===== src/sv/bounded_linked_list_engine_defines.svh =====
// ----------------------------------------------------------------------------
// Bounded linked list engine: assertion macros
// Concurrent assertion wrappers. They expand to nothing in synthesis builds.
// ----------------------------------------------------------------------------
`ifndef BOUNDED_LINKED_LIST_ENGINE_DEFINES_SVH
`define BOUNDED_LINKED_LIST_ENGINE_DEFINES_SVH

`ifndef SYNTHESIS

// Same-cycle implication, disabled while reset is high.
`define BLLE_ASSERT_NOW(label, clk, rst, ante, cons) \
   label: assert property (@(posedge clk) disable iff (rst) (ante) |-> (cons)) \
      else $error("bounded_linked_list_engine: same-cycle check failed");

// Next-cycle implication, disabled while reset is high.
`define BLLE_ASSERT_NEXT(label, clk, rst, ante, cons) \
   label: assert property (@(posedge clk) disable iff (rst) (ante) |=> (cons)) \
      else $error("bounded_linked_list_engine: next-cycle check failed");

`else

`define BLLE_ASSERT_NOW(label, clk, rst, ante, cons)
`define BLLE_ASSERT_NEXT(label, clk, rst, ante, cons)

`endif

`endif


===== src/sv/blle_pkg.sv =====
`timescale 1ns / 1ps
// ----------------------------------------------------------------------------
// Bounded linked list engine package
// Operation and status codes, sequencer states and default sizing.
// ----------------------------------------------------------------------------
package blle_pkg;

   localparam int DEF_CAPACITY = 16;

   // Operation codes carried on req_mode.
   localparam logic [2:0] MODE_PUSH_FRONT = 3'd0;
   localparam logic [2:0] MODE_PUSH_BACK  = 3'd1;
   localparam logic [2:0] MODE_POP_FRONT  = 3'd2;
   localparam logic [2:0] MODE_POP_BACK   = 3'd3;
   localparam logic [2:0] MODE_INSERT     = 3'd4;
   localparam logic [2:0] MODE_DUMP       = 3'd5;

   // Status codes carried on rsp_status.
   localparam logic [1:0] STATUS_OK     = 2'd0;
   localparam logic [1:0] STATUS_EMPTY  = 2'd1;
   localparam logic [1:0] STATUS_FULL   = 2'd2;
   localparam logic [1:0] STATUS_BADPOS = 2'd3;

   typedef enum logic [3:0] {
      ST_IDLE,
      ST_DECODE,
      ST_SCAN,
      ST_WALK_ISSUE,
      ST_WALK,
      ST_FINISH,
      ST_WRITE_A,
      ST_WRITE_B,
      ST_POP_WAIT,
      ST_DUMP
   } state_type;

endpackage


===== src/sv/bounded_linked_list_engine.sv =====
`timescale 1ns / 1ps
// ----------------------------------------------------------------------------
// Bounded linked list engine
// Pop front needs no scan; pushes and inserts first scan for the lowest free slot;
// pop back and a mid-list insert also walk the links from the head.
// Dump streams one element per cycle, head to tail.
// One operation at a time, set by the free-slot scan and the link RAM port.
// Synchronous reset empties the list at once; the RAMs are not cleared.
// ----------------------------------------------------------------------------
`include "bounded_linked_list_engine_defines.svh"

module bounded_linked_list_engine
   import blle_pkg::*;
#(
   parameter int CAPACITY = DEF_CAPACITY
) (
   input  logic               clock,
   input  logic               reset,
   // Command side: a transfer happens when start is high and busy is low.
   input  logic               start,
   output logic               busy,
   input  logic [2:0]         req_mode,
   input  logic signed [31:0] req_value,
   input  logic [7:0]         req_position,
   // Result side: one transfer per cycle in which rsp_strobe is high.
   output logic               rsp_strobe,
   output logic signed [31:0] rsp_value_res,
   output logic [1:0]         rsp_status,
   output logic               rsp_last
);

   // Slot index width, element count width and the width used to compare
   // an insert position against the count.
   localparam int SW   = $clog2(CAPACITY);
   localparam int CW   = $clog2(CAPACITY + 1);
   localparam int CMPW = (CW > 8) ? CW : 8;

   // ------------------------------------------------------------------------
   // List state. Head and tail mean nothing while the count is zero.
   // ------------------------------------------------------------------------
   state_type               state_ff, state_in;
   logic [SW-1:0]           head_ff, head_in;
   logic [SW-1:0]           tail_ff, tail_in;
   logic [CW-1:0]           count_ff, count_in;
   logic [CAPACITY-1:0]     free_ff, free_in;

   // Per-operation working registers.
   logic [2:0]              op_ff, op_in;
   logic signed [31:0]      val_ff, val_in;
   logic [7:0]              pos_ff, pos_in;
   logic [SW-1:0]           slot_ff, slot_in;   // newly taken slot
   logic [SW-1:0]           prev_ff, prev_in;   // end point of a link walk
   logic [SW-1:0]           scan_ff, scan_in;   // free-slot scan index
   logic [CW-1:0]           left_ff, left_in;   // links or elements still to go

   // Result register: the strobe is control, the rest is payload.
   logic                    rsp_strobe_ff, rsp_strobe_in;
   logic signed [31:0]      rsp_value_ff, rsp_value_in;
   logic [1:0]              rsp_status_ff, rsp_status_in;
   logic                    rsp_last_ff, rsp_last_in;

   // RAM ports.
   logic                    data_we, data_re;
   logic [SW-1:0]           data_wa, data_ra;
   logic [31:0]             data_wd, data_rd;
   logic                    link_we, link_re;
   logic [SW-1:0]           link_wa, link_ra;
   logic [SW-1:0]           link_wd, link_rd;

   logic                    list_empty;
   logic                    list_full;
   logic                    count_above_one;

   assign list_empty      = (count_ff == '0);
   assign list_full       = (count_ff == CW'(CAPACITY));
   assign count_above_one = (count_ff > CW'(1));

   // ------------------------------------------------------------------------
   // Element values and next-slot links live in two RAMs of CAPACITY words.
   // Every slot on the list has been written before it is read, so neither
   // RAM needs clearing.
   // ------------------------------------------------------------------------
   blle_ram #(
      .WIDTH (32),
      .DEPTH (CAPACITY)
   ) u_data_ram (
      .clock   (clock),
      .wr_en   (data_we),
      .wr_addr (data_wa),
      .wr_data (data_wd),
      .rd_en   (data_re),
      .rd_addr (data_ra),
      .rd_data (data_rd)
   );

   blle_ram #(
      .WIDTH (SW),
      .DEPTH (CAPACITY)
   ) u_link_ram (
      .clock   (clock),
      .wr_en   (link_we),
      .wr_addr (link_wa),
      .wr_data (link_wd),
      .rd_en   (link_re),
      .rd_addr (link_ra),
      .rd_data (link_rd)
   );

   // ------------------------------------------------------------------------
   // Sequencer. The operation is decoded in the cycle after the transfer. The
   // scan and the walk step with separate counters: the scan steps through the
   // free mask one slot per cycle to find the lowest free slot, and the walk
   // follows one link per cycle, feeding the registered link RAM output
   // straight back as the next read address.
   // ------------------------------------------------------------------------
   always_comb begin
      state_in      = state_ff;
      head_in       = head_ff;
      tail_in       = tail_ff;
      count_in      = count_ff;
      free_in       = free_ff;
      op_in         = op_ff;
      val_in        = val_ff;
      pos_in        = pos_ff;
      slot_in       = slot_ff;
      prev_in       = prev_ff;
      scan_in       = scan_ff;
      left_in       = left_ff;
      rsp_strobe_in = 1'b0;
      rsp_value_in  = rsp_value_ff;
      rsp_status_in = rsp_status_ff;
      rsp_last_in   = rsp_last_ff;
      data_we       = 1'b0;
      data_wa       = slot_ff;
      data_wd       = val_ff;
      data_re       = 1'b0;
      data_ra       = head_ff;
      link_we       = 1'b0;
      link_wa       = slot_ff;
      link_wd       = '0;
      link_re       = 1'b0;
      link_ra       = head_ff;

      case (state_ff)
         ST_IDLE: begin
            if (start) begin
               op_in    = req_mode;
               val_in   = req_value;
               pos_in   = req_position;
               state_in = ST_DECODE;
            end
         end

         ST_DECODE: begin
            case (op_ff)
               MODE_PUSH_FRONT, MODE_PUSH_BACK: begin
                  if (list_full) begin
                     rsp_strobe_in = 1'b1;
                     rsp_value_in  = '0;
                     rsp_status_in = STATUS_FULL;
                     rsp_last_in   = 1'b1;
                     state_in      = ST_IDLE;
                  end else begin
                     scan_in  = '0;
                     state_in = ST_SCAN;
                  end
               end

               MODE_INSERT: begin
                  // The position check comes before the fullness check.
                  if (CMPW'(pos_ff) > CMPW'(count_ff)) begin
                     rsp_strobe_in = 1'b1;
                     rsp_value_in  = '0;
                     rsp_status_in = STATUS_BADPOS;
                     rsp_last_in   = 1'b1;
                     state_in      = ST_IDLE;
                  end else if (list_full) begin
                     rsp_strobe_in = 1'b1;
                     rsp_value_in  = '0;
                     rsp_status_in = STATUS_FULL;
                     rsp_last_in   = 1'b1;
                     state_in      = ST_IDLE;
                  end else begin
                     // Inserts at either end become plain pushes.
                     if (pos_ff == '0) begin
                        op_in = MODE_PUSH_FRONT;
                     end else if (CMPW'(pos_ff) == CMPW'(count_ff)) begin
                        op_in = MODE_PUSH_BACK;
                     end else begin
                        left_in = CW'(pos_ff) - CW'(1);
                     end
                     scan_in  = '0;
                     state_in = ST_SCAN;
                  end
               end

               MODE_POP_FRONT: begin
                  if (list_empty) begin
                     rsp_strobe_in = 1'b1;
                     rsp_value_in  = '0;
                     rsp_status_in = STATUS_EMPTY;
                     rsp_last_in   = 1'b1;
                     state_in      = ST_IDLE;
                  end else begin
                     data_re  = 1'b1;
                     data_ra  = head_ff;
                     link_re  = 1'b1;
                     link_ra  = head_ff;
                     state_in = ST_POP_WAIT;
                  end
               end

               MODE_POP_BACK: begin
                  if (list_empty) begin
                     rsp_strobe_in = 1'b1;
                     rsp_value_in  = '0;
                     rsp_status_in = STATUS_EMPTY;
                     rsp_last_in   = 1'b1;
                     state_in      = ST_IDLE;
                  end else begin
                     // The tail value is held in the data RAM output while
                     // the walk finds the element before the tail.
                     data_re = 1'b1;
                     data_ra = tail_ff;
                     if (count_above_one) begin
                        left_in  = count_ff - CW'(2);
                        state_in = ST_WALK_ISSUE;
                     end else begin
                        state_in = ST_POP_WAIT;
                     end
                  end
               end

               MODE_DUMP: begin
                  if (list_empty) begin
                     rsp_strobe_in = 1'b1;
                     rsp_value_in  = '0;
                     rsp_status_in = STATUS_EMPTY;
                     rsp_last_in   = 1'b1;
                     state_in      = ST_IDLE;
                  end else begin
                     data_re  = 1'b1;
                     data_ra  = head_ff;
                     link_re  = 1'b1;
                     link_ra  = head_ff;
                     left_in  = count_ff;
                     state_in = ST_DUMP;
                  end
               end

               default: begin
                  // Unused codes are dropped without a result.
                  state_in = ST_IDLE;
               end
            endcase
         end

         ST_SCAN: begin
            if (free_ff[scan_ff]) begin
               slot_in  = scan_ff;
               state_in = (op_ff == MODE_INSERT) ? ST_WALK_ISSUE : ST_WRITE_A;
            end else begin
               scan_in = scan_ff + SW'(1);
            end
         end

         ST_WALK_ISSUE: begin
            if (left_ff == '0) begin
               prev_in  = head_ff;
               state_in = ST_FINISH;
            end else begin
               link_re  = 1'b1;
               link_ra  = head_ff;
               left_in  = left_ff - CW'(1);
               state_in = ST_WALK;
            end
         end

         ST_WALK: begin
            if (left_ff == '0) begin
               prev_in  = link_rd;
               state_in = ST_FINISH;
            end else begin
               link_re = 1'b1;
               link_ra = link_rd;
               left_in = left_ff - CW'(1);
            end
         end

         ST_FINISH: begin
            if (op_ff == MODE_POP_BACK) begin
               // Cut the list after the element before the old tail.
               link_we          = 1'b1;
               link_wa          = prev_ff;
               link_wd          = '0;
               tail_in          = prev_ff;
               free_in[tail_ff] = 1'b1;
               count_in         = count_ff - CW'(1);
               rsp_strobe_in    = 1'b1;
               rsp_value_in     = data_rd;
               rsp_status_in    = STATUS_OK;
               rsp_last_in      = 1'b1;
               state_in         = ST_IDLE;
            end else begin
               // Fetch the successor of the insert point.
               link_re  = 1'b1;
               link_ra  = prev_ff;
               state_in = ST_WRITE_A;
            end
         end

         ST_WRITE_A: begin
            data_we = 1'b1;
            link_we = 1'b1;
            case (op_ff)
               MODE_PUSH_FRONT: begin
                  link_wd          = list_empty ? '0 : head_ff;
                  head_in          = slot_ff;
                  if (list_empty) begin
                     tail_in = slot_ff;
                  end
                  count_in         = count_ff + CW'(1);
                  free_in[slot_ff] = 1'b0;
                  rsp_strobe_in    = 1'b1;
                  rsp_value_in     = val_ff;
                  rsp_status_in    = STATUS_OK;
                  rsp_last_in      = 1'b1;
                  state_in         = ST_IDLE;
               end

               MODE_PUSH_BACK: begin
                  link_wd = '0;
                  if (list_empty) begin
                     head_in          = slot_ff;
                     tail_in          = slot_ff;
                     count_in         = count_ff + CW'(1);
                     free_in[slot_ff] = 1'b0;
                     rsp_strobe_in    = 1'b1;
                     rsp_value_in     = val_ff;
                     rsp_status_in    = STATUS_OK;
                     rsp_last_in      = 1'b1;
                     state_in         = ST_IDLE;
                  end else begin
                     state_in = ST_WRITE_B;
                  end
               end

               default: begin
                  // Insert in the middle: the new slot takes over the link
                  // of the insert point.
                  link_wd  = link_rd;
                  state_in = ST_WRITE_B;
               end
            endcase
         end

         ST_WRITE_B: begin
            link_we = 1'b1;
            link_wd = slot_ff;
            if (op_ff == MODE_PUSH_BACK) begin
               link_wa = tail_ff;
               tail_in = slot_ff;
            end else begin
               link_wa = prev_ff;
            end
            count_in         = count_ff + CW'(1);
            free_in[slot_ff] = 1'b0;
            rsp_strobe_in    = 1'b1;
            rsp_value_in     = val_ff;
            rsp_status_in    = STATUS_OK;
            rsp_last_in      = 1'b1;
            state_in         = ST_IDLE;
         end

         ST_POP_WAIT: begin
            if (op_ff == MODE_POP_FRONT) begin
               if (count_above_one) begin
                  head_in = link_rd;
               end
               free_in[head_ff] = 1'b1;
            end else begin
               // Pop back of the only element.
               free_in[tail_ff] = 1'b1;
            end
            count_in      = count_ff - CW'(1);
            rsp_strobe_in = 1'b1;
            rsp_value_in  = data_rd;
            rsp_status_in = STATUS_OK;
            rsp_last_in   = 1'b1;
            state_in      = ST_IDLE;
         end

         ST_DUMP: begin
            rsp_strobe_in = 1'b1;
            rsp_value_in  = data_rd;
            rsp_status_in = STATUS_OK;
            rsp_last_in   = (left_ff == CW'(1));
            if (left_ff == CW'(1)) begin
               state_in = ST_IDLE;
            end else begin
               data_re = 1'b1;
               data_ra = link_rd;
               link_re = 1'b1;
               link_ra = link_rd;
               left_in = left_ff - CW'(1);
            end
         end

         default: begin
            state_in = ST_IDLE;
         end
      endcase
   end

   // Control state.
   always_ff @(posedge clock) begin
      if (reset) begin
         state_ff      <= ST_IDLE;
         head_ff       <= '0;
         tail_ff       <= '0;
         count_ff      <= '0;
         free_ff       <= '1;
         rsp_strobe_ff <= 1'b0;
      end else begin
         state_ff      <= state_in;
         head_ff       <= head_in;
         tail_ff       <= tail_in;
         count_ff      <= count_in;
         free_ff       <= free_in;
         rsp_strobe_ff <= rsp_strobe_in;
      end
   end

   // Payload and working registers.
   always_ff @(posedge clock) begin
      op_ff         <= op_in;
      val_ff        <= val_in;
      pos_ff        <= pos_in;
      slot_ff       <= slot_in;
      prev_ff       <= prev_in;
      scan_ff       <= scan_in;
      left_ff       <= left_in;
      rsp_value_ff  <= rsp_value_in;
      rsp_status_ff <= rsp_status_in;
      rsp_last_ff   <= rsp_last_in;
   end

   assign busy          = (state_ff != ST_IDLE);
   assign rsp_strobe    = rsp_strobe_ff;
   assign rsp_value_res = rsp_value_ff;
   assign rsp_status    = rsp_status_ff;
   assign rsp_last      = rsp_last_ff;

   // ------------------------------------------------------------------------
   // Assertions.
   // ------------------------------------------------------------------------
   // Every slot is either on the list or free, never both.
   `BLLE_ASSERT_NOW(a_slot_accounting, clock, reset, 1'b1,
                    ($countones(free_ff) + int'(count_ff)) == CAPACITY)
   // A result always comes from work done in the cycle before.
   `BLLE_ASSERT_NOW(a_result_from_work, clock, reset, rsp_strobe, $past(busy))
   // A failed operation gives one final result with a zero value.
   `BLLE_ASSERT_NOW(a_fail_is_final, clock, reset, rsp_strobe && (rsp_status != STATUS_OK),
                    rsp_last && (rsp_value_res == '0))
   // Dump results follow one another without a gap until the last one.
   `BLLE_ASSERT_NEXT(a_dump_streams, clock, reset, rsp_strobe && !rsp_last, rsp_strobe)

endmodule


===== src/sv/blle_ram.sv =====
`timescale 1ns / 1ps
// ----------------------------------------------------------------------------
// Generic single-port-write RAM
// One write port and one read port with a registered, enabled read.
// ----------------------------------------------------------------------------
module blle_ram #(
   parameter int WIDTH = 32,
   parameter int DEPTH = 16
) (
   input  logic                     clock,
   input  logic                     wr_en,
   input  logic [$clog2(DEPTH)-1:0] wr_addr,
   input  logic [WIDTH-1:0]         wr_data,
   input  logic                     rd_en,
   input  logic [$clog2(DEPTH)-1:0] rd_addr,
   output logic [WIDTH-1:0]         rd_data
);

   logic [WIDTH-1:0] mem_ff [DEPTH];
   logic [WIDTH-1:0] rd_data_ff;

   always_ff @(posedge clock) begin
      if (wr_en) begin
         mem_ff[wr_addr] <= wr_data;
      end
      // The read word holds until the next enabled read.
      if (rd_en) begin
         rd_data_ff <= mem_ff[rd_addr];
      end
   end

   assign rd_data = rd_data_ff;

endmodule


===== config.mk =====
export PLATFORM = sky130hd
export DESIGN_NAME = bounded_linked_list_engine
export DESIGN_NICKNAME = d
export VERILOG_FILES = /design/src/sv/blle_pkg.sv /design/src/sv/bounded_linked_list_engine.sv /design/src/sv/blle_ram.sv
export VERILOG_INCLUDE_DIRS = /design/src /design/src/sv
export SDC_FILE = /design/constraint.sdc
export NUM_CORES = 1
export LEC_CHECK = 0
export ABC_AREA = 1
export BUFFER_PORTS_ARGS = -buffer_cell sky130_fd_sc_hd__clkbuf_2
export CAP_MARGIN = 20
export CORE_MARGIN = 3
export CORE_UTILIZATION = 60
export CTS_BUF_LIST = sky130_fd_sc_hd__clkbuf_2 sky130_fd_sc_hd__clkbuf_4 sky130_fd_sc_hd__clkbuf_8
export CTS_CLUSTER_SIZE = 16
export DETAILED_ROUTE_END_ITERATION = 12
export PLACE_DENSITY = 0.77
export SYNTH_ARGS = -nofsm -noshare
export SYNTH_HDL_FRONTEND = slang
export SYNTH_HIERARCHICAL = 1
export SYNTH_SLANG_ARGS = --single-unit
export TNS_END_PERCENT = 10

===== constraint.sdc =====
create_clock -name clock -period 6.2 [get_ports clock]
set_input_delay 0.93 -clock clock [delete_from_list [all_inputs] [get_ports clock]]
set_output_delay 0.93 -clock clock [all_outputs]
set_load 0.02 [all_outputs]

==> results of run 1 <==
-- cells in the mapped netlist (5+ instances only) --
master / n / area share (%)
a21oi_1: 54 / 0.81
a22oi_1: 38 / 0.85
a31oi_1: 5 / 0.093
buf_1: 14 / 0.16
buf_2: 53 / 0.79
buf_4: 13 / 0.29
buf_6: 38 / 1.3
clkbuf_1: 31 / 0.35
dfxtp_1: 34 / 2.0
edfxtp_1: 707 / 63
ha_1: 15 / 0.56
inv_1: 525 / 5.9
inv_2: 9 / 0.10
inv_4: 5 / 0.093
nand2_1: 973 / 11
nand3_1: 516 / 7.7
nand3b_1: 5 / 0.11
nand4_1: 22 / 0.41
nor2_1: 96 / 1.1
nor3_1: 10 / 0.15
o2111ai_1: 6 / 0.16
o211ai_1: 9 / 0.20
o21ai_0: 51 / 0.76
o221ai_1: 13 / 0.34
o22ai_1: 8 / 0.15
xor2_1: 6 / 0.16
-- cell usage in the layout (no fill, tap or decap), types with 6 or more instances in the layout --
| cell | count |
|---|---|
| o2111ai_1 | 6 |
| clkbuf_2 | 82 |
| clkinv_1 | 30 |
| nor2_4 | 22 |
| xor2_1 | 6 |
| inv_2 | 9 |
| nor3_1 | 10 |
| o21ai_0 | 51 |
| o221ai_1 | 9 |
| nand3_1 | 516 |
| clkbuf_4 | 39 |
| o211ai_1 | 9 |
| clkbuf_8 | 118 |
| dfxtp_1 | 34 |
| a22oi_1 | 38 |
| inv_1 | 524 |
| o22ai_1 | 8 |
| nor2_1 | 79 |
| nand4_1 | 22 |
| a21oi_1 | 54 |
| buf_4 | 42 |
| clkinv_2 | 13 |
| ha_1 | 15 |
| nand2_1 | 972 |
| edfxtp_1 | 707 |
-- worst paths after layout --
| kind | end | depth (start not counted) |
|---|---|---|
| setup / recovery | u_data_ram/rd_data[7] | 12 |
| hold / removal | data_wd[16] | 1 |
| setup reg to reg | u_data_ram/rd_data[7] | 12 |
| hold reg to reg | data_wa[3] | 0 |
-- critical path, delay by kind of cell, from the launching register on --
family,cells,cell delay [ns]
simple gates,7,1.30
buf+inv,3,1.44
compound gates,2,1.05
flops,1,0.54
-- routing by layer --
metal	vias to the layer above	share of wire, %
met4	0	4.0
li1	11100	-
met5	-	0
met3	251	9.0
met1	11500	38
met2	1271	49
-- cells by family (layout without fill, tap and decap cells) --
group | count (synthesis) | after routing | synth area share [%]
DFF | 741 | 741 | 65.5
AOI/OAI and AO/OA | 198 | 198 | 3.78
buffers and inverters | 691 | 877 | 9.05
and+or+nand+nor | 1641 | 1641 | 20.9
other | 0 | 1 | 0
adders and majority gates | 15 | 15 | 0.561
xor gates and xnor gates | 9 | 9 | 0.236
-- layout make-up --
| type | instances | area (um2) |
|---|---|---|
| inverters | 541 | 2050 |
| fillers | 4093 | 17700 |
| clock inverters | 53 | 412 |
| multi-input cells | 1863 | 8730 |
| clock buffers | 157 | 1920 |
| flip-flops and latches | 741 | 21900 |
| well taps | 739 | 925 |
| repair buffers | 126 | 766 |
| diodes | 1 | 2.50 |
-- metrics by stage --
step                util [%]  cells
finish                  67.4   4221
global route            67.4   4221
CTS                     67.4   4220
detailed placement      63.2   4010
global placement        63.2   4010
floorplan                  -   3295
-- power by group through the flow --
stage / registers (mW) / logic, mW / clock network, mW
floorplan: 6.73 / 1.24 / 0
global placement: 6.73 / 1.95 / 0
detailed placement: 6.76 / 2.00 / 0
CTS: 6.66 / 2.01 / 4.17
global route: 6.74 / 2.22 / 4.39
finish: 6.67 / 2.01 / 4.11
-- flip-flops by register name, summed over array words and instances (netlist names), 5 cells and up --
name and cells:
free_ff 16, u_link_ram/mem_ff 64, u_data_ram/rd_data 32, count_ff 5, rsp_value_res 32, left_ff 5, pos_ff 8, data_wd 32
u_data_ram/mem_ff 512
==> impl_table.tex, run 1 <==
\begin{tabular}{lr}
\hline
Metric & Value \\
\hline
\multicolumn{2}{l}{\textbf{Worst setup path}} \\
Delay of the slowest critical-path stage & 0.79 ns \\
Slowest cell on the critical path & a21oi\_1 \\
Maximum fanout along the worst path & 118 \\
Worst Setup SP & state\_ff[0] \\
Critical path capture point type & flop \\
Kind of start point of the critical path & flop \\
Arrival time reported for the critical path endpoint & 5.08 ns \\
Slack of the worst reg-to-reg path & 1.61 ns \\
Class of the most critical setup path & flop to flop \\
Start of the worst register-to-register path & state\_ff[0] \\
Worst path required time & 6.69 ns \\
CP cell instances & nand2\_1 > nor2\_1 > inv\_1 > a21oi\_1 > o221ai\_4 > inv\_6 > buf\_4 > nand2\_1 > nand3\_1 > nand3\_1 > nand3\_1 > nand2\_1 \\
\multicolumn{2}{l}{\textbf{Die}} \\
Die height & 242 um \\
Die extent in x & 242 um \\
Floorplan row count & 85 \\
Boundary Pins & 83 \\
Area of the die & 58600 um2 \\
Core outline area & 54500 um2 \\
Starting Density & 61.5\% \\
\multicolumn{2}{l}{\textbf{Clock tree}} \\
Clock insertion delay at the later pin of the skew report & 0.74 ns \\
Register clock-pin slew on the reported worst setup and hold paths & 0.06 ns \\
H-tree depth & 3 \\
Cts repair resizes & 0 \\
Number of clock sinks seen by CTS & 741 \\
Largest buffer count on any clock path & 3 \\
Cts-stage hold buffer count & 0 \\
Setup Fix Bufs, Post-CTS & 0 \\
TritonCTS Buffers & 114 \\
TritonCTS clock tree & done \\
Cell chosen for the clock root & clkbuf\_8 \\
\multicolumn{2}{l}{\textbf{Power}} \\
Worst voltage drop across the vdd grid & 0.334 mV \\
Internal power component & 8.98 mW \\
Switching share of power & 29.8\% \\
Power per standard cell area & 348 nW/um2 \\
Power share of the combinational group & 15.7\% \\
Proportion of power drawn by the clock network & 32.1\% \\
Switching Power & 3.81 mW \\
Power share of the sequential group & 52.2\% \\
Final Total Pwr & 12.8 mW \\
Leakage & 15.4 nW \\
\multicolumn{2}{l}{\textbf{Route}} \\
Ratio of routed vias to standard cells & 5.71 \\
Final routed DRC violation total & 0 \\
Total Routed Length & 84.3 mm \\
ANT nets after route & 0 \\
Drt initial violations & 2694 \\
DR pass1 iterations & 6 \\
Wirelength per Cell & 20.0 um \\
Vias & 24100 \\
\multicolumn{2}{l}{\textbf{Timing}} \\
Worst slew slack as a fraction of its limit & 25.3\% \\
Total negative setup slack & 0 ns \\
Tightest Pin Transition & 1.12 ns \\
Post-layout min period & 4.59 ns \\
Timing-limited maximum frequency & 0.218 GHz \\
Max Transition Viols Final & 0 \\
Setup ws final & 1.61 ns \\
Setup violation total in the final timing report & 0 \\
Worst Clk Skew & 0.0491 ns \\
Number of endpoints with negative hold slack in the final report & 0 \\
Post-route clock period utilization & 74.1\% \\
Hold Worst Slack & 0.370 ns \\
Setup repair after global routing missed its margin & false \\
\multicolumn{2}{l}{\textbf{Global route}} \\
Pin count of the biggest net entering global routing & 201 \\
GRT met3 Usage & 4.83\% \\
Number of global-route vias before repair & 23700 \\
Met1 layer usage reported by global route & 37.2\% \\
GR Util All Layers & 28.6\% \\
Wire length of the first global-routing pass & 130 mm \\
GRT overflow & 0 \\
GRT met2 Usage & 47.4\% \\
Initial antenna violation count & 1 \\
Layer carrying the most global-route usage & met2 \\
\multicolumn{2}{l}{\textbf{Placed design}} \\
Setup slack after placement & 1.69 ns \\
Final Wtd Congestion & 0.883 \\
Port Buf Inserts & 82 \\
Half-perimeter wire length of the detailed placement result & 46.8 mm \\
Total placed instance area & 34400 um2 \\
\multicolumn{2}{l}{\textbf{Synthesis}} \\
Mean Syn Cell Area & 10.2 um2 \\
Unique masters post-synth & 47 \\
YS warnings & 6 \\
Synthesized area & 33500 um2 \\
Cell count after synthesis & 3295 \\
Share of flip-flops with an asynchronous set or reset & 0\% \\
Number of synthesized register bits & 741 \\
Count of flip-flops with a built-in enable after synthesis & 707 \\
Primary FF master, synth & edfxtp\_1 \\
Part of the Yosys area used for sequential elements & 65.5\% \\
Synthesized Nets & 3356 \\
\multicolumn{2}{l}{\textbf{Worst hold path}} \\
Type of the tightest min-delay check & input port to flop \\
Hold wc startpoint & req\_value[16] \\
\multicolumn{2}{l}{\textbf{Cells and area}} \\
Area added between synthesis and finish & 9.73\% \\
Final design area excluding fillers & 36700 um2 \\
Share of post-route cells with drive strength above 1 & 10.5\% \\
Net count, final & 3448 \\
\multicolumn{2}{l}{\textbf{Job}} \\
Number of violations of the max-capacitance limit & 0 \\
\multicolumn{2}{l}{\textbf{Run status}} \\
Result of the run & finished clean \\
\hline
\end{tabular}
Power figures use the tool's default switching activity.
==> run 2, diff against run 1 <==
- ABC_AREA: 1 -> 0
- CORE_UTILIZATION: 60 -> 58
- PLACE_DENSITY: 0.77 -> 0.78
- clock period: 6.2 -> 3.9 ns (I/O delays scaled with it)
==> impl_table.tex, run 2 <==
\begin{tabular}{lr}
\hline
Metric & Value \\
\hline
\multicolumn{2}{l}{\textbf{Run status}} \\
Result of the run & finished clean (unchanged) \\
\multicolumn{2}{l}{\textbf{Placed design}} \\
Half-perimeter wire length of the detailed placement result & 41.6 mm (was 46.8 mm) \\
Final Wtd Congestion & 0.919 (was 0.883) \\
Port Buf Inserts & 82 (unchanged) \\
Total placed cells including tap cells & 2410 (was 4010) \\
Total placed instance area & 31900 um2 (was 34400 um2) \\
\multicolumn{2}{l}{\textbf{Cells and area}} \\
Leading cell type in the layout, fill and taps excluded & edfxtp\_1 (was nand2\_1) \\
Largest register by flop count & u\_data\_ram/mem\_ff (unchanged) \\
Net count, final & 1914 (was 3448) \\
Final cell count without fillers & 2620 (was 4221) \\
Area added between synthesis and finish & 14.1\% (was 9.73\%) \\
Diode count & 0 (was 1) \\
Largest registers & u\_data\_ram/mem\_ff (512), u\_link\_ram/mem\_ff (64) (unchanged) \\
Highest-count cells in the layout ignoring fill and taps & edfxtp\_1 (707), mux4\_2 (134), clkbuf\_8 (115) (was nand2\_1 (972), edfxtp\_1 (707), inv\_1 (524)) \\
Final design area excluding fillers & 34200 um2 (was 36700 um2) \\
Share of post-route cells with drive strength above 1 & 26.6\% (was 10.5\%) \\
Final Core Density & 67.6\% (was 67.4\%) \\
Largest register FFs & 512 (unchanged) \\
\multicolumn{2}{l}{\textbf{Synthesis}} \\
Mean Syn Cell Area & 18.0 um2 (was 10.2 um2) \\
Share of flip-flops with an asynchronous set or reset & 0\% (unchanged) \\
Main area contributors after synthesis & edfxtp\_1 (71\%), mux4\_2 (10\%), dfxtp\_1 (2.3\%) (was edfxtp\_1 (63\%), nand2\_1 (11\%), nand3\_1 (7.7\%)) \\
YS warnings & 6 (unchanged) \\
Synth top cells by count & edfxtp\_1 (707), mux4\_2 (134), nand2\_1 (113) (was nand2\_1 (973), edfxtp\_1 (707), inv\_1 (525)) \\
Number of synthesized register bits & 741 (unchanged) \\
Most numerous cell in the Yosys netlist & edfxtp\_1 (was nand2\_1) \\
Count of flip-flops with a built-in enable after synthesis & 707 (unchanged) \\
Area share of the leading cell type in the synthesized netlist & 70.8\% (was 63.4\%) \\
Primary FF master, synth & edfxtp\_1 (unchanged) \\
Part of the Yosys area used for sequential elements & 73.1\% (was 65.5\%) \\
Cell count after synthesis & 1667 (was 3295) \\
Synthesized area & 30000 um2 (was 33500 um2) \\
Unique masters post-synth & 69 (was 47) \\
Cell type contributing the most total cell area after synthesis & edfxtp\_1 (unchanged) \\
Synthesized Nets & 1728 (was 3356) \\
\multicolumn{2}{l}{\textbf{Timing}} \\
Post-route clock period utilization & 94.1\% (was 74.1\%) \\
Number of endpoints with negative hold slack in the final report & 0 (unchanged) \\
Setup violation total in the final timing report & 0 (unchanged) \\
Tightest Pin Transition & 0.970 ns (was 1.12 ns) \\
Timing-limited maximum frequency & 0.272 GHz (was 0.218 GHz) \\
Setup repair after global routing missed its margin & false (unchanged) \\
Max Transition Viols Final & 0 (unchanged) \\
Post-layout min period & 3.67 ns (was 4.59 ns) \\
Worst Clk Skew & 0.0355 ns (was 0.0491 ns) \\
Worst slew slack as a fraction of its limit & 34.9\% (was 25.3\%) \\
\multicolumn{2}{l}{\textbf{Worst hold path}} \\
Hold wc startpoint & req\_value[9] (was req\_value[16]) \\
Type of the tightest min-delay check & input port to flop (unchanged) \\
\multicolumn{2}{l}{\textbf{Worst setup path}} \\
Class of the most critical setup path & flop to flop (unchanged) \\
Delay of the slowest critical-path stage & 0.67 ns (was 0.79 ns) \\
Arrival time reported for the critical path endpoint & 4.10 ns (was 5.08 ns) \\
Cell repeated most along the worst path & nand2\_1 \\
Slowest cell on the critical path & or4b\_2 (was a21oi\_1) \\
Worst path required time & 4.33 ns (was 6.69 ns) \\
Top cell family by delay on the critical path & simple AND/OR/NAND/NOR gates (was buffers and inverters) \\
CP cell instances & inv\_1 > ha\_1 > or4b\_2 > nand2\_1 > o31ai\_1 > nand3\_1 > a222oi\_1 > bufinv\_16 > buf\_12 > mux4\_2 > a22oi\_1 > nand2\_1 (was nand2\_1 > nor2\_1 > inv\_1 > a21oi\_1 > o221ai\_4 > inv\_6 > buf\_4 > nand2\_1 > nand3\_1 > nand3\_1 > nand3\_1 > nand2\_1) \\
Worst path bufs/invs & 3 (unchanged) \\
Kind of start point of the critical path & flop (unchanged) \\
Maximum fanout along the worst path & 23 (was 118) \\
Critical path capture point type & flop (unchanged) \\
Start of the worst register-to-register path & left\_ff[1] (was state\_ff[0]) \\
Worst Setup SP & left\_ff[1] (was state\_ff[0]) \\
\multicolumn{2}{l}{\textbf{Global route}} \\
GRT overflow & 0 (unchanged) \\
Wire length of the first global-routing pass & 107 mm (was 130 mm) \\
Number of global-route vias before repair & 17500 (was 23700) \\
Initial antenna violation count & 0 (was 1) \\
GR Util All Layers & 26.6\% (was 28.6\%) \\
Pin count of the biggest net entering global routing & 55 (was 201) \\
\multicolumn{2}{l}{\textbf{Route}} \\
Drt initial violations & 2208 (was 2694) \\
ANT nets after route & 0 (unchanged) \\
Ratio of routed vias to standard cells & 6.56 (was 5.71) \\
DR pass1 iterations & 9 (was 6) \\
Vias & 17200 (was 24100) \\
Final routed DRC violation total & 0 (unchanged) \\
Wirelength per Cell & 27.1 um (was 20.0 um) \\
Total Routed Length & 70.9 mm (was 84.3 mm) \\
\multicolumn{2}{l}{\textbf{Clock tree}} \\
Register clock-pin slew on the reported worst setup and hold paths & 0.06 ns (about the same) \\
Clock insertion delay at the later pin of the skew report & 0.70 ns (was 0.74 ns) \\
Setup Fix Bufs, Post-CTS & 0 (unchanged) \\
Largest buffer count on any clock path & 3 (unchanged) \\
Cell chosen for the clock root & clkbuf\_8 (unchanged) \\
Cts-stage hold buffer count & 0 (unchanged) \\
TritonCTS Buffers & 112 (was 114) \\
Number of clock sinks seen by CTS & 741 (unchanged) \\
TritonCTS clock tree & done (unchanged) \\
H-tree depth & 3 (unchanged) \\
Cts repair resizes & 0 (unchanged) \\
\multicolumn{2}{l}{\textbf{Die}} \\
Area of the die & 54400 um2 (was 58600 um2) \\
Starting Density & 59.3\% (was 61.5\%) \\
Floorplan row count & 82 (was 85) \\
Core outline area & 50600 um2 (was 54500 um2) \\
Die extent in x & 233 um (was 242 um) \\
Boundary Pins & 83 (unchanged) \\
Die height & 233 um (was 242 um) \\
\multicolumn{2}{l}{\textbf{Power}} \\
Power per standard cell area & 531 nW/um2 (was 348 nW/um2) \\
Worst voltage drop across the vdd grid & 0.384 mV (was 0.334 mV) \\
Leakage & 11.5 nW (was 15.4 nW) \\
Final Total Pwr & 18.2 mW (was 12.8 mW) \\
\multicolumn{2}{l}{\textbf{Job}} \\
Number of violations of the max-capacitance limit & 0 (unchanged) \\
\hline
\end{tabular}
==> run 2: cell count changes after synthesis, moves of 17 or more <==
cell,previous run,this run
nand2_1,973,113
inv_1,525,29
nand3_1,516,23
mux4_2,0,134
a22oi_1,38,78
buf_2,53,16
buf_6,38,2
a21o_1,0,33
a22o_1,0,33
nor2_1,96,71
clkbuf_1,31,51
nand4_1,22,4
a21oi_1,54,37
==> run 2: path summary, 6_finish.rpt <==
check                     endpoint  slack, ns  depth (start not counted)
max          u_data_ram/rd_data[8]       0.23                         12
min                     data_wd[9]       0.06                          1
max reg2reg  u_data_ram/rd_data[8]       0.23                         12
min reg2reg             free_ff[7]       0.46                          2
==> run 2: through the flow <==
| step | TNS (ns) | hold WS, ns | setup WS [ns] |
|---|---|---|---|
| final | 0 | 0.0562 | 0.229 |
| after global routing | 0 | 0.0225 | 0.0118 |
| after CTS | 0 | 0.00252 | 0.103 |
| after detailed placement | 0 | 0.453 | 0.136 |
| after global placement | 0 | 0.445 | 0.256 |
| after floorplan | -6.08 | 0.433 | -0.190 |
==> run 2: logic make-up after synthesis <==
group / share of synthesized area, %
AND/OR/NAND/NOR: 5.12
flip-flops: 73.1
adder cells (fa/ha/maj): 0.626
XOR/XNOR: 0.351
multiplexers: 11.5
AO/OA/AOI/OAI: 7.50
buffers and inverters: 1.82
==> run 2: where the power goes <==
part	switching [mW]	internal (mW)
Combinational	1.18	0.586
Clock	2.92	3.60
Sequential	0.462	9.42
==> run 2: worst reg2reg max path, cell delays in order (launching register included) <==
cell       delay, ns
edfxtp_1        0.38
inv_1           0.09
ha_1            0.13
or4b_2          0.67
nand2_1         0.14
o31ai_1         0.08
nand3_1         0.21
a222oi_1        0.18
bufinv_16       0.38
buf_12          0.27
mux4_2          0.56
a22oi_1         0.24
nand2_1         0.08
==> run 2: cell type report <==
cell class / instances / area (um2)
well taps: 672 / 841
clock buffers: 148 / 1830
flip-flops and latches: 741 / 21900
clock inverters: 61 / 502
repair buffers: 164 / 1300
inverters: 30 / 141
multi-input cells: 804 / 7680
fillers: 3196 / 16400
==> run 2: per-layer routing <==
layer,part of all wire [%],GRT usage [%],vias up
met2,48,41.6,1061
met5,0,0,-
met4,2.9,10.2,0
met3,10,5.50,150
li1,-,-,7232
met1,39,37.4,8738
